File: src/design/mbe_pkg.sv
// Package for the fixed-point Mandelbrot escape-time unit.
// Holds the request and result types, controller codes, and word helpers.
// Depends on nothing.
`default_nettype none

package mbe_pkg;

	localparam int DATA_WIDTH = 16;
	localparam int FRAC_BITS  = 12;
	localparam int CNT_W      = 8;
	localparam int BAND_W     = 3;
	localparam int PROD_W     = 2 * DATA_WIDTH - 1;

	localparam logic [CNT_W-1:0] LIMIT_RESET = CNT_W'(32);
	localparam logic [CNT_W-1:0] THRESH_1    = CNT_W'(4);
	localparam logic [CNT_W-1:0] THRESH_2    = CNT_W'(8);
	localparam logic [CNT_W-1:0] THRESH_3    = CNT_W'(16);

	localparam logic [BAND_W-1:0] BAND_SHORT  = BAND_W'(0);
	localparam logic [BAND_W-1:0] BAND_MEDIUM = BAND_W'(1);
	localparam logic [BAND_W-1:0] BAND_LONG   = BAND_W'(2);
	localparam logic [BAND_W-1:0] BAND_SLOW   = BAND_W'(3);
	localparam logic [BAND_W-1:0] BAND_INSIDE = BAND_W'(4);

	typedef logic [DATA_WIDTH-1:0] word_t;

	typedef struct packed {
		logic signed [DATA_WIDTH-1:0] c_real;
		logic signed [DATA_WIDTH-1:0] c_imag;
	} req_t;

	typedef struct packed {
		logic [CNT_W-1:0]  iteration_count;
		logic [BAND_W-1:0] color_band;
		logic              escaped;
	} rsp_t;

	typedef enum logic [2:0] {
		ST_IDLE,
		ST_RR,
		ST_II,
		ST_CROSS,
		ST_UPDATE,
		ST_DONE
	} state_t;

	typedef enum logic [1:0] {
		MUL_RR,
		MUL_II,
		MUL_CROSS
	} mul_op_t;

	typedef struct packed {
		logic    load;
		mul_op_t op;
		logic    take_rr;
		logic    take_ii;
		logic    update;
	} cmd_t;

	typedef struct packed {
		logic finish;
	} sts_t;

	function automatic word_t wneg(input word_t x);
		return ~x + word_t'(1);
	endfunction

	function automatic logic in_escape(input word_t x);
		return !x[DATA_WIDTH-1] && (x[DATA_WIDTH-2:DATA_WIDTH-3] != 2'b00);
	endfunction

endpackage

`default_nettype wire

File: src/design/mbe_ctrl.sv
// Controller state machine for the Mandelbrot escape-time unit.
// Sequences the three shared multiplies and the update of each iteration.
// Depends on mbe_pkg.
`default_nettype none

module mbe_ctrl
	import mbe_pkg::*;
(
	input  logic   clk,
	input  logic   arst_n,
	input  logic   start,
	input  sts_t   sts,
	output cmd_t   cmd,
	output logic   busy,
	output logic   done
);

	state_t state_q;
	state_t state_nx;

	always_ff @(posedge clk or negedge arst_n) begin
		if (!arst_n) begin
			state_q <= ST_IDLE;
		end else begin
			state_q <= state_nx;
		end
	end

	always_comb begin
		state_nx    = state_q;
		cmd.load    = 1'b0;
		cmd.op      = MUL_RR;
		cmd.take_rr = 1'b0;
		cmd.take_ii = 1'b0;
		cmd.update  = 1'b0;
		case (state_q)
			ST_IDLE: begin
				if (start) begin
					cmd.load  = 1'b1;
					state_nx  = ST_RR;
				end
			end
			ST_RR: begin
				cmd.op   = MUL_RR;
				state_nx = ST_II;
			end
			ST_II: begin
				cmd.op      = MUL_II;
				cmd.take_rr = 1'b1;
				state_nx    = ST_CROSS;
			end
			ST_CROSS: begin
				cmd.op      = MUL_CROSS;
				cmd.take_ii = 1'b1;
				state_nx    = ST_UPDATE;
			end
			ST_UPDATE: begin
				cmd.update = 1'b1;
				state_nx   = sts.finish ? ST_DONE : ST_RR;
			end
			ST_DONE: begin
				state_nx = ST_IDLE;
			end
			default: begin
				state_nx = ST_IDLE;
			end
		endcase
	end

	assign busy = (state_q != ST_IDLE);
	assign done = (state_q == ST_DONE);

endmodule

`default_nettype wire

File: src/design/mbe_datapath.sv
// Datapath for the Mandelbrot escape-time unit: z and c registers, one
// shared sign-magnitude multiplier, update adders, escape test and banding.
// Depends on mbe_pkg.
`default_nettype none

module mbe_datapath
	import mbe_pkg::*;
(
	input  logic             clk,
	input  cmd_t             cmd,
	input  req_t             request,
	input  logic [CNT_W-1:0] limit,
	output sts_t             sts,
	output rsp_t             result
);

	word_t              cr_q, ci_q, zr_q, zi_q, rr_q, ii_q;
	logic [PROD_W-1:0]  prod_q;
	logic               neg_q;
	logic [CNT_W-1:0]   count_q;
	logic               esc_q;

	word_t                       op_a, op_b, mag_a, mag_b_full;
	logic [DATA_WIDTH-2:0]       mag_b;
	logic [PROD_W+FRAC_BITS-1:0] prod_ext;
	word_t                       prod_slice, prod_val;
	word_t                       zr_nx, zi_nx;
	logic [CNT_W-1:0]            count_nx;
	logic                        esc_nx;

	always_comb begin
		case (cmd.op)
			MUL_RR: begin
				op_a = zr_q;
				op_b = zr_q;
			end
			MUL_II: begin
				op_a = zi_q;
				op_b = zi_q;
			end
			MUL_CROSS: begin
				op_a = {zi_q[DATA_WIDTH-2:0], 1'b0};
				op_b = zr_q;
			end
			default: begin
				op_a = zr_q;
				op_b = zr_q;
			end
		endcase
	end

	assign mag_a      = op_a[DATA_WIDTH-1] ? wneg(op_a) : op_a;
	assign mag_b_full = op_b[DATA_WIDTH-1] ? wneg(op_b) : op_b;
	assign mag_b      = mag_b_full[DATA_WIDTH-2:0];

	always_ff @(posedge clk) begin
		prod_q <= PROD_W'(mag_a) * PROD_W'(mag_b);
		neg_q  <= op_a[DATA_WIDTH-1] ^ op_b[DATA_WIDTH-1];
	end

	assign prod_ext   = {{FRAC_BITS{1'b0}}, prod_q};
	assign prod_slice = prod_ext[FRAC_BITS+DATA_WIDTH-1:FRAC_BITS];
	assign prod_val   = neg_q ? wneg(prod_slice) : prod_slice;

	assign zi_nx    = prod_val + ci_q;
	assign zr_nx    = rr_q - ii_q + cr_q;
	assign count_nx = count_q + CNT_W'(1);
	assign esc_nx   = in_escape(zr_nx) || in_escape(wneg(zr_nx)) ||
	                  in_escape(zi_nx) || in_escape(wneg(zi_nx));

	assign sts.finish = esc_nx || (count_nx >= limit);

	always_ff @(posedge clk) begin
		if (cmd.load) begin
			cr_q    <= word_t'(request.c_real);
			ci_q    <= word_t'(request.c_imag);
			zr_q    <= '0;
			zi_q    <= '0;
			count_q <= '0;
			esc_q   <= 1'b0;
		end
		if (cmd.take_rr) begin
			rr_q <= prod_val;
		end
		if (cmd.take_ii) begin
			ii_q <= prod_val;
		end
		if (cmd.update) begin
			zr_q    <= zr_nx;
			zi_q    <= zi_nx;
			count_q <= count_nx;
			esc_q   <= esc_nx;
		end
	end

	always_comb begin
		result.iteration_count = count_q;
		result.escaped         = esc_q;
		if (count_q < THRESH_1) begin
			result.color_band = BAND_SHORT;
		end else if (count_q < THRESH_2) begin
			result.color_band = BAND_MEDIUM;
		end else if (count_q < THRESH_3) begin
			result.color_band = BAND_LONG;
		end else if (count_q < limit) begin
			result.color_band = BAND_SLOW;
		end else begin
			result.color_band = BAND_INSIDE;
		end
	end

endmodule

`default_nettype wire

File: src/design/mandelbrot_escape_q4_12.sv
// Mandelbrot escape-time unit, Q4.12 points; top level with the limit register.
// Each iteration steps through the RR, II, CROSS and update states on the one shared
// multiplier; a point's result shows in the done state, and busy stays high while
// the result is shown, so a new point can start only once busy has fallen.
// The result strobe lasts one cycle and cannot be stalled by the receiver.
// Reset clears the controller to idle and sets the iteration limit to 32.
`default_nettype none

module mandelbrot_escape_q4_12
	import mbe_pkg::*;
(
	input  logic             clk,
	input  logic             arst_n,
	input  logic             start,
	output logic             busy,
	input  req_t             request,
	output logic             done,
	output rsp_t             result,
	input  logic             limit_we,
	input  logic [CNT_W-1:0] limit_wdata
);

	logic [CNT_W-1:0] limit_q;
	cmd_t             cmd;
	sts_t             sts;

	always_ff @(posedge clk or negedge arst_n) begin
		if (!arst_n) begin
			limit_q <= LIMIT_RESET;
		end else if (limit_we) begin
			limit_q <= limit_wdata;
		end
	end

	mbe_ctrl u_ctrl (
		.clk    (clk),
		.arst_n (arst_n),
		.start  (start),
		.sts    (sts),
		.cmd    (cmd),
		.busy   (busy),
		.done   (done)
	);

	mbe_datapath u_datapath (
		.clk     (clk),
		.cmd     (cmd),
		.request (request),
		.limit   (limit_q),
		.sts     (sts),
		.result  (result)
	);

endmodule

`default_nettype wire
File: config.mk
export PLATFORM = sky130hd
export DESIGN_NAME = mandelbrot_escape_q4_12
export DESIGN_NICKNAME = d
export VERILOG_FILES = /design/src/design/mbe_pkg.sv /design/src/design/mbe_ctrl.sv /design/src/design/mbe_datapath.sv /design/src/design/mandelbrot_escape_q4_12.sv
export SDC_FILE = /design/constraint.sdc
export NUM_CORES = 1
export LEC_CHECK = 0
export BUFFER_PORTS_ARGS = -buffer_cell sky130_fd_sc_hd__buf_2
export CAP_MARGIN = 20
export CORE_MARGIN = 2
export CORE_UTILIZATION = 57
export CTS_CLUSTER_DIAMETER = 60
export DETAILED_ROUTE_END_ITERATION = 8
export PLACE_DENSITY = 0.85
export SYNTH_ARGS = -nofsm -noshare
export SYNTH_HDL_FRONTEND = slang
export SYNTH_SLANG_ARGS = --single-unit
File: constraint.sdc
create_clock -name clk -period 7.7 [get_ports clk]
set_input_delay 1.54 -clock clk [delete_from_list [all_inputs] [get_ports clk]]
set_output_delay 1.54 -clock clk [all_outputs]
set_load 0.02 [all_outputs]
== After elaboration in Yosys (flattened, before gate mapping) ==
Index checks and enable logic that the tools add are counted.
Cells by class
  add/subtract/negate cells: 9
  $mul: 1
  div/mod/pow operators: 0
  order comparisons: 5
  equal/unequal tests: 8
  shift-type cells: 0
  muxes and demuxes: 25
  bitwise operators: 6
  reduce and logical (&&, ||, !) cells: 19
Operators with widths (number)
  $mux W16: 6
  $add A16 B1 Y16 const B: 4
  $not A16 Y16: 4
  $add A16 B16 Y16: 2
  $pmux W16 S2: 1
  $mul A16 B15 Y28: 1
  $mux W3: 6
  $mux W8: 2
  $sub A16 B16 Y16: 1
  $add A15 B1 Y15 const B: 1
  $mux W15: 1
  $not A15 Y15: 1
  $pmux W3 S5: 1
  $reduce_bool A2 Y1: 5
  $add A8 B1 Y8 const B: 1
  $ge A8 B8 Y1: 1
  $lt A8 B3 Y1 const B: 1
  $lt A8 B4 Y1 const B: 1
  $lt A8 B5 Y1 const B: 1
  $lt A8 B8 Y1: 1
  $mux W1: 7
  $eq A3 B2 Y1 const B: 2
  $eq A3 B3 Y1 const B: 2
  $logic_and A1 B1 Y1: 4
  other kinds (10): 16
Word-level totals
  register bits: 145
  bits in latches: 0
  bits in writable memories: 0
  memory bits (read-only): 0
  input port bits: 44
  output and inout port bits: 14
  logic and storage cells: 85
  memories: 0

== Longest topological paths before layout ==
  depth after elaboration: 12
  mapped depth: 35
  gate-level depth less buffers: 31

== Cells and area by module ==
Synthesis repeated with hierarchy kept, for this count alone.
Unflattened totals
  cell total of the unflattened synthesis: 1564
  area, all modules: 15325.9 µm²
By module, submodules not included
  mbe_datapath: instances 1, cells an instance 1528, area each 14789.2 µm², seq. area each 3493.4 µm²
  mandelbrot_escape_q4_12: instances 1, cells an instance 17, area each 332.8 µm², seq. area each 201.4 µm²
  mbe_ctrl: instances 1, cells an instance 19, area each 203.9 µm², seq. area each 75.1 µm²

== Worst setup path after synthesis ==
Ideal clock, no wire load.
  path kind: flip-flop to flip-flop
  start: reg u_ctrl.state_q[1]
  end: reg u_datapath.prod_q[17]
  library setup time: 0.072 ns
  data arrival time: 8.183 ns
  data required time: 7.628 ns
  path slack: -0.555 ns
  stages on the path, launching flop included: 34
  path buffers: 6
  period minus slack after synthesis: 8.255 ns
  cell sequence: dfrtp_1 > buf_4 > or3b_1 > buf_6 > buf_6 > buf_2 > mux2i_1 > clkbuf_1 > ha_1 > o221a_1 > and2_1 > a21oi_1 > xnor2_1 > clkbuf_1 > nand2_1 > fa_1 > fa_1 > fa_1 > inv_1 > fa_1 > fa_1 > inv_1 > fa_1 > inv_1 > ha_1 > o21a_1 > o21ai_0 > inv_1 > a31oi_1 > nand2_1 > or2_1 > a21o_1 > a21oi_1 > xnor2_1
Between the ends
  word-level cells in the longest chain between the ends: 8
  elaborated cells on any way between the ends: 14
  classes of those cells: add/sub (2); mul (1); eq/ne (4); mux (5); bitwise (2)
RTL lines
  start, declared: line mbe_ctrl.sv:18  | state_t state_q;
  start signal, assigned: line mbe_ctrl.sv:25  | state_q <= state_nx;
  $eq A3 B2 Y1: line mbe_ctrl.sv:36  | case (state_q)
  $pmux W2 S2 (*): line mbe_ctrl.sv:36
  $eq A2 B2 Y1 or $eq A2 B1 Y1 (tied branches): line mbe_datapath.sv:32  | case (cmd.op)
  $pmux W16 S2 or $mux W16 (tied branches): line mbe_datapath.sv:32
  $not A16 Y16 or $not A15 Y15 (tied branches): line mbe_pkg.sv:66  | return ~x + word_t'(1);
  $add A16 B1 Y16 or $add A15 B1 Y15 (tied branches): line mbe_pkg.sv:66
  $mux W16 or $mux W15 (tied branches): line mbe_datapath.sv:52, mbe_datapath.sv:53
  $mul A16 B15 Y28 (*): line mbe_datapath.sv:57  | prod_q <= PROD_W'(mag_a) * PROD_W'(mag_b);
  end signal, assigned: line mbe_datapath.sv:57
  end, declared: line mbe_datapath.sv:18  | logic [PROD_W-1:0] prod_q;
Every way passes the cells marked *; elsewhere a longest branch is shown, timed or not.
A chain may end at the register's enable or synchronous reset.

== Final worst setup path ==
  start: reg u_ctrl.state_q[0]
  end: reg u_datapath.prod_q[27]
The elaborated chain is that of the path after synthesis.

==> results_dict.tcl <==
set metrics [dict create \
    ios 58 \
    ant_nets 0 \
    grt_overflow 0 \
    h-tree-depth 4 \
    vias 11687 \
    critPathTopFamily "adder cells" \
    syn_area_mm2 0.0152 \
    mostFrequentLayoutCell "inv_1" \
    critical_path.slowest_cell "fa_1" \
    muxShareOfSynthArea_pct 2.80 \
    synth_top_family_by_area "adder cells" \
    min_from "limit_q[0]" \
    synth_xor_area_share_pct 6.19 \
    synth-edff-count 105 \
    clkSinkCount 133 \
    fmax_mhz 134 \
    wl_per_cell_um 18.2 \
    dpl_cell_area_mm2 0.0164 \
    fp.dieW_um 167 \
    cp_num_buf_inv 5 \
    final.min_clock_period_ns 7.47 \
    finClkSkew_ns 0.0132 \
    dieArea_mm2 0.0280 \
    syn_nets 1938 \
    drc 0 \
    gp_congestion 0.984 \
    r2r-start "u_ctrl.state_q[0]" \
    fillers 1943 \
    syn_area_per_cell_um2 9.65 \
    setup_violations 0 \
    clk_pin_slew_ns 0.06 \
    max_stage_delay_ns 0.61 \
    timing_hold_violations_final 0 \
    numCtsBuffers 17 \
    start_util_pct 58.2 \
    drt_iter0_markers 933 \
    grt_usage_pct 27.7 \
    final_area_mm2 0.0174 \
    startpoint_type "register" \
    grt_pass1_wl_um 61400 \
    dp.cells 2009 \
    ys_warn_count 0 \
    layout.cells.non_filler 2062 \
    clockRootBuffer "clkbuf_16" \
    die_h_um 167 \
    path_max_fanout 21 \
    insertion_delay_ns 0.43 \
    synthTopCellsByArea "fa_1 25%, edfxtp_1 21%, ha_1 10%, inv_1 6.7%, nor2_1 5.3%" \
    cap_violations 0 \
    mostFrequentLayoutCells "273 x inv_1, 211 x nor2_1, 191 x fa_1" \
    synth_flop_cell "edfxtp_1" \
    synth-seq-cells 133 \
    fin_nets 2076 \
    first_global_vias 12263 \
    drt_pre_antenna_iters 5 \
    status "finished, final reports clean" \
    reg2regPathDepth 26 \
    drive_above_1_share_pct 16.2 \
    cts_tree "done" \
    holdPathStages 1 \
    grt_max_degree 33 \
    cts_hold_buf 0 \
    rows 59 \
    min_path_type "reg2reg" \
    crit_start "u_ctrl.state_q[0]" \
    fin_crit_sh_pct 97.0 \
    async_flop_share_pct 8.27 \
    maxSlewViolCount 0 \
    worstPathRequired_ns 8.00 \
    slew_headroom_pct 30.3 \
    cp.depth 26 \
    synthAdderAreaFrac_pct 35.7 \
    synth_compound_area_share_pct 7.47 \
    routed_wl_um 37500 \
    core_mm2 0.0261 \
    netlist.area_leader.share_pct 25.4 \
    hpwl_um 29600 \
    area_delta_synth_final_pct 14.6 \
    synthCells 1576 \
    yosys.area_share.simple_pct 15.0 \
    synth_cell_types 76 \
    clockBufferDepth 2 \
    worstMarginPinSlew_ns 1.05 \
    via_per_inst 5.67 \
    crit_arrival_ns 7.78 \
    port_buffers 57 \
    yosys.area.top_type "fa_1" \
    yosysSeqAreaShare_pct 24.8 \
    antenna_found_initial 0 \
    antenna_cells 0 \
    finish.utilization_pct 66.7 \
    fin_ws_ns 0.228 \
    path_class "reg2reg" \
    crit_path_end_kind "register" \
    crit_top_cell "fa_1" \
    place_ws_ns -0.250 \
]
Yosys cell counts (all sizes together) (25+ instances only):
master    n
a21oi    38
clkbuf   26
edfxtp  105
fa      193
ha      125
inv     274
mux2i    32
nand2    98
nand2b   40
nor2    215
nor3     25
o21ai    45
xnor2    60
xor2     44
worst paths after layout:
path	endpoint	slack (ns)
max	u_datapath.prod_q[27]	0.23
min	limit_q[0]	0.57
max reg2reg	u_datapath.prod_q[27]	0.23
min reg2reg	limit_q[0]	0.57
max in group asynchronous	limit_q[5]	6.45
min in group asynchronous	limit_q[6]	0.98
cells by family after synthesis:
| kind of cell | Yosys count |
|---|---|
| simple gates | 490 |
| compound gates | 175 |
| mux | 40 |
| buf+inv | 315 |
| flops | 133 |
| xor+xnor | 105 |
| fa+ha+maj | 318 |
state kept, by name, summed over array words and instances, names as in the netlist:
register and flops:
limit_q 8, u_datapath.ci_q 16, u_datapath.neg_q 1, u_datapath.zi_q 16, u_datapath.zr_q 16, u_datapath.count_q 8, u_datapath.prod_q 16, u_datapath.rr_q 16
u_ctrl.state_q 3, u_datapath.esc_q 1, u_datapath.cr_q 16, u_datapath.ii_q 16
worst register-to-register path: stages (launching register included):
cell and delay [ns]:
dfrtp_2 0.45, or3b_4 0.49, inv_4 0.15, buf_12 0.20, nor4_1 0.08, o21a_4 0.22, o21a_2 0.14, a21oi_1 0.16
xor2_1 0.24, buf_4 0.27, nor2_1 0.10, fa_1 0.53, fa_1 0.53, fa_1 0.52, fa_1 0.52, fa_1 0.61
inv_1 0.08, fa_1 0.57, inv_1 0.05, ha_1 0.34, o21ai_0 0.22, nand2b_1 0.08, a21o_1 0.24, nand3_2 0.11
a31oi_1 0.10, nor2_1 0.12, xnor3_1 0.22
what timing repair did:
| item | in CTS | in global routing |
|---|---|---|
| pin swaps | 0 | 11 |
| buffers inserted | 0 | 21 |
| resized for setup | 10 | 58 |
| setup endpoints to repair | 10 | 13 |
routing by layer:
layer / vias to the layer above / part of all wire (%) / track usage (%)
met1: 5759 / 40 / 35.7
met3: 91 / 6.6 / 4.68
li1: 5365 / - / -
met4: 0 / 3.7 / 10.8
met5: - / 0 / 0
met2: 472 / 49 / 47.2
layout make-up:
| type | count | area (um^2) | share of cell area (%) |
|---|---|---|---|
| Clock buffer | 21 | 504 | 2.89 |
| Clock inverter | 11 | 82.6 | 0.474 |
| Inverter | 274 | 1030 | 5.91 |
| Multi-Input combinational cell | 1128 | 10500 | 60.2 |
| Sequential cell | 133 | 3770 | 21.6 |
| Tap cell | 335 | 419 | 2.40 |
| Timing Repair Buffer | 160 | 1130 | 6.47 |
stage by stage:
step | TNS, ns | hold WS [ns]
final | 0 | 0.574
after global routing | -0.266 | 0.590
after CTS | 0 | 0.570
after detailed placement | -1.00 | 0.546
after global placement | -0.290 | 0.546
after floorplan | 0 | 0.501
Power is left out: the tool's default activity adds up to more than one toggle a clock period on the data nets, which glitch-free logic cannot reach.
